==> src/rtl/core/mcr_pkg.sv <==
`default_nettype none

package mcr_pkg;

  localparam int unsigned CHANNELS            = 16;
  localparam int unsigned EVENT_DEPTH_DEFAULT = 128;
  localparam int unsigned CONTROLLERS_DEFAULT = 128;
  localparam int unsigned PENDING_W           = 7;

  localparam logic [7:0] LIMIT_RESET  = 8'd127;
  localparam logic [7:0] STATUS_MASK  = 8'hf0;
  localparam logic [7:0] CHANNEL_MASK = 8'h0f;
  localparam logic [7:0] KIND_CONTROL = 8'hb0;
  localparam logic [7:0] KIND_NOTE_OFF = 8'h80;
  localparam logic [7:0] KIND_NOTE_ON  = 8'h90;
  localparam logic [8:0] CTRL_ABSENT  = 9'h1ff;

  typedef enum logic [1:0] {
    CMD_RECEIVE    = 2'd0,
    CMD_POP        = 2'd1,
    CMD_READ_FLAG  = 2'd2,
    CMD_READ_VALUE = 2'd3
  } cmd_e;

  // A completed three-byte message, valid for one accepted transaction.
  typedef struct packed {
    logic       ctrl;
    logic       note;
    logic [7:0] status;
    logic [7:0] first;
    logic [7:0] source;
    logic [7:0] second;
  } msg_t;

  typedef struct packed {
    logic       valid;
    logic [7:0] source;
    logic [7:0] status;
    logic [7:0] first;
    logic [7:0] second;
  } event_t;

  typedef struct packed {
    logic                 empty;
    logic [PENDING_W-1:0] pending;
  } q_stat_t;

  typedef struct packed {
    logic       present;
    logic       changed;
    logic [7:0] value;
  } tbl_rd_t;

endpackage

`default_nettype wire

==> src/rtl/core/mcr_parser.sv <==
`default_nettype none

module mcr_parser (
  input  wire logic        clk_i,
  input  wire logic        rst_ni,
  input  wire logic        rcv_i,
  input  wire logic [7:0]  rx_byte_i,
  input  wire logic [7:0]  source_id_i,
  output mcr_pkg::msg_t    msg_o
);

  typedef enum logic [1:0] {
    PH_STATUS,
    PH_FIRST,
    PH_SECOND
  } phase_e;

  phase_e     phase_q;
  logic [7:0] held_status_q;
  logic [7:0] held_first_q;
  logic [7:0] held_source_q;
  logic [7:0] kind;
  logic       opens;
  logic       finish;

  assign kind   = rx_byte_i & mcr_pkg::STATUS_MASK;
  assign opens  = (kind == mcr_pkg::KIND_CONTROL) || (kind == mcr_pkg::KIND_NOTE_OFF) ||
                  (kind == mcr_pkg::KIND_NOTE_ON);
  assign finish = rcv_i && (phase_q == PH_SECOND);

  always_ff @(posedge clk_i or negedge rst_ni) begin
    if (!rst_ni) begin
      phase_q       <= PH_STATUS;
      held_status_q <= '0;
      held_first_q  <= '0;
      held_source_q <= '0;
    end else if (rcv_i) begin
      unique case (phase_q)
        PH_STATUS: begin
          if (opens) begin
            held_status_q <= rx_byte_i;
            held_source_q <= source_id_i;
            phase_q       <= PH_FIRST;
          end
        end
        PH_FIRST: begin
          held_first_q <= rx_byte_i;
          phase_q      <= PH_SECOND;
        end
        default: begin
          phase_q <= PH_STATUS;
        end
      endcase
    end
  end

  always_comb begin
    msg_o.ctrl   = finish &&
                   ((held_status_q & mcr_pkg::STATUS_MASK) == mcr_pkg::KIND_CONTROL);
    msg_o.note   = finish &&
                   ((held_status_q & mcr_pkg::STATUS_MASK) != mcr_pkg::KIND_CONTROL);
    msg_o.status = held_status_q;
    msg_o.first  = held_first_q;
    msg_o.source = held_source_q;
    msg_o.second = rx_byte_i;
  end

endmodule

`default_nettype wire

==> config.mk <==
export PLATFORM = sky130hd
export DESIGN_NAME = mcr_parser
export DESIGN_NICKNAME = d
export VERILOG_FILES = /design/src/rtl/core/mcr_pkg.sv /design/src/rtl/core/mcr_parser.sv
export SDC_FILE = /design/constraint.sdc
export NUM_CORES = 1
export LEC_CHECK = 0
export BUFFER_PORTS_ARGS = -buffer_cell sky130_fd_sc_hd__buf_2
export CAP_MARGIN = 10
export CORE_MARGIN = 1.5
export CORE_UTILIZATION = 35
export CTS_BUF_LIST = sky130_fd_sc_hd__clkbuf_4 sky130_fd_sc_hd__clkbuf_8
export DETAILED_ROUTE_END_ITERATION = 10
export HOLD_SLACK_MARGIN = 0.15
export PLACE_DENSITY_LB_ADDON = 0.25
export SLEW_MARGIN = 20
export SYNTH_ARGS = -nofsm -noshare
export SYNTH_HDL_FRONTEND = slang
export SYNTH_SLANG_ARGS = --single-unit
==> constraint.sdc <==
create_clock -name clk_i -period 3.1 [get_ports clk_i]
set_input_delay 0.31 -clock clk_i [delete_from_list [all_inputs] [get_ports clk_i]]
set_output_delay 0.31 -clock clk_i [all_outputs]
set_load 0.02 [all_outputs]
==> out/metrics.yaml <==
syn_avg_cell_area_um2: 14.86
setup_viol: 0
num_vias: 711
synthSimpleGateAreaFrac_pct: 7.135
initial_core_util_pct: 37.82
path_cells: "inv_1 > or3_1 > nor2_1 > buf_2"
slowest_stage: "dfrtp_1"
pwr-share-seq_pct: 47.7
cp_top_family: "simple AND/OR/NAND/NOR gates"
die_h_um: 58.29
grt_pass1_wl_mm: 3.091
hold_path_class: "in -> reg"
synth-seq-cells: 26
clkPwrFrac_pct: 16.3
wl_per_cell_um: 12.61
die_w_um: 58.29
diodes: 0
dr.pass1.iters: 5
drv_slew: 0
place_ws_ps: 1401
finalClockSkew_ps: 2.851
crit_buf_inv: 2
required_ps: 2790
synth-adder-area-share_pct: 0
internal-power_w: 0.0006630
grt-ovfl-total: 0
startpoint_type: "flip-flop"
cts_resized: 0
cts_tree: "built"
p_per_area_mw_per_mm2: 751.6
antenna_found_initial: 0
critical_path_class: "reg -> out"
yosysSeqAreaShare_pct: 60.82
yosys_warnings: 0
combPwrFrac_pct: 36.0
drtAntennaViolNets: 0
clkLatencyLatePin_ps: 310
tightest_slew_ps: 552.9
synthToLayoutAreaGrowth_pct: 26.32
dpl_cell_area_mm2: 0.001305
slew_headroom_pct: 63.14
final_common_cell: "buf_2"
p_leak_nw: 0.6814
io_pins: 53
synth_xor_xnor_area_share_pct: 0
synth_nets: 91
hold_ws_ps: 189.7
synth_compound_area_share_pct: 1.170
rsz0062_at_grt: "no"
gp_congestion: 0.6585
fin_area_mm2: 0.001351
crit_fanout: 3
drive_gt1_share_pct: 67.77
root_buffer: "clkbuf_4"
setup_tns_ps: 0
syn_area_mm2: 0.001070
synthMuxAreaShare_pct: 23.16
status: "finished clean"
fmax_mhz: 568.7
track_usage_pct: 12.03
clkTransAtPathRegs_ps: 130
sw_frac_of_total_pct: 34.73
numCtsBuffers: 3
timing.final.ws_setup_ps: 1342
hold_viol: 0
postSynthCellCount: 72
power_w: 0.001016
first_global_vias: 717
port-buffer-count: 52
max-cap-violations: 0
grt_max_degree: 27
dr.first_iter.drc_count: 15
h-tree-depth: 1
final.period_utilization_pct: 56.72
fp-row-count: 19
core_mm2: 0.002829
drt_wl_total_mm: 1.917
ir_drop_mv: 0.3732
vias_per_cell: 4.678
end_kind: "output pin"
layout_common_cells: "buf_2 (52), dfrtp_1 (26), mux2_2 (22), inv_1 (3), clkbuf_4 (3)"
fin_crit_ps: 1758
clockBufferDepth: 2
synth_top_family_by_area: "multiplexers"
ys_types: 15
numClockSinks: 26
die_area_mm2: 0.003397
crit_path_max_incr_delay_ps: 420
drcViolationCount: 0
cp.arrival_ps: 1450
power_switching_w: 0.0003527
finalNetCount: 141
[worst reg2reg max path, cell delays in order, from the launching register on]
cell and delay (ps):
dfrtp_1 430, or3b_4 410, nor4_4 130, buf_4 280
mux2_2 370
[power groups by stage]
stage / sequential, W / clock, W / combinational, W
2_1_floorplan: 0.000612 / 0 / 0.000117
3_3_place_gp: 0.000487 / 0 / 0.000366
3_5_place_dp: 0.000495 / 0 / 0.000371
4_1_cts: 0.000488 / 0.000170 / 0.000372
5_1_grt: 0.000499 / 0.000187 / 0.000391
6_report: 0.000485 / 0.000165 / 0.000366
[per-stage QoR]
stage / cells / utilization (%)
6_report: 152 / 47.77
5_1_grt: 152 / 47.77
4_1_cts: 152 / 47.77
3_5_place_dp: 147 / 46.13
3_3_place_gp: 147 / 46.13
2_1_floorplan: 72 / -
[path summary, 6_finish.rpt]
check,slack (ps),to,startpoint,cells past startpoint
setup / recovery,1340,msg_o[33],phase_q[1],4
hold reg to reg,520,held_first_q[6],held_first_q[6],1
hold / removal,190,phase_q[1],rcv_i,2
setup reg to reg,1390,held_status_q[1],phase_q[0],4
min in group asynchronous,500,held_source_q[2],rst_ni,2
max in group asynchronous,2230,held_status_q[2],rst_ni,2
[cell families (layout without fill, tap and decap cells)]
family,count (synthesis),after routing
AO/OA/AOI/OAI,2,2
flip-flops,26,26
buffers and inverters,12,61
multiplexers,22,22
AND/OR/NAND/NOR,10,10
[timing repair]
action,4_1_cts,5_1_grt
endpoints found under the setup margin,0,0
hold endpoints to repair,26,0
hold buffers,1,0
setup buffers,0,0
[cells in the mapped netlist]
| cell | n | share of area, % |
|---|---|---|
| nor4_4 | 1 | 2.0 |
| buf_6 | 1 | 1.1 |
| nor2b_1 | 2 | 1.2 |
| a21o_1 | 1 | 0.70 |
| inv_1 | 3 | 1.1 |
| or3_1 | 1 | 0.59 |
| nand3_1 | 1 | 0.47 |
| or2_2 | 1 | 0.59 |
| nand4_1 | 1 | 0.59 |
| nor2_1 | 2 | 0.70 |
| mux2_2 | 22 | 23 |
| o21ai_0 | 1 | 0.47 |
| or3b_4 | 1 | 1.1 |
| buf_4 | 8 | 5.6 |
| dfrtp_1 | 26 | 61 |
[per-layer routing]
layer | share of wire, % | GRT usage (%) | vias up
li1 | - | - | 341
met1 | 42 | 14.55 | 347
met2 | 53 | 20.55 | 21
met3 | 4.3 | 2.009 | 2
met4 | 0.68 | 5.980 | 0
met5 | 0 | 0 | -
[registers in the layout (all words and copies together), names as in the netlist]
register       flops
held_first_q       8
held_source_q      8
phase_q            2
held_status_q      8
[cell type report]
| cell class | count | area [um2] |
|---|---|---|
| fillers | 273 | 1478 |
| flip-flops and latches | 26 | 650.6 |
| multi-input cells | 34 | 336.6 |
| repair buffers | 54 | 277.8 |
| well taps | 31 | 38.79 |
| clock buffers | 4 | 36.28 |
| inverters | 3 | 11.26 |
Power figures use the tool's default switching activity.
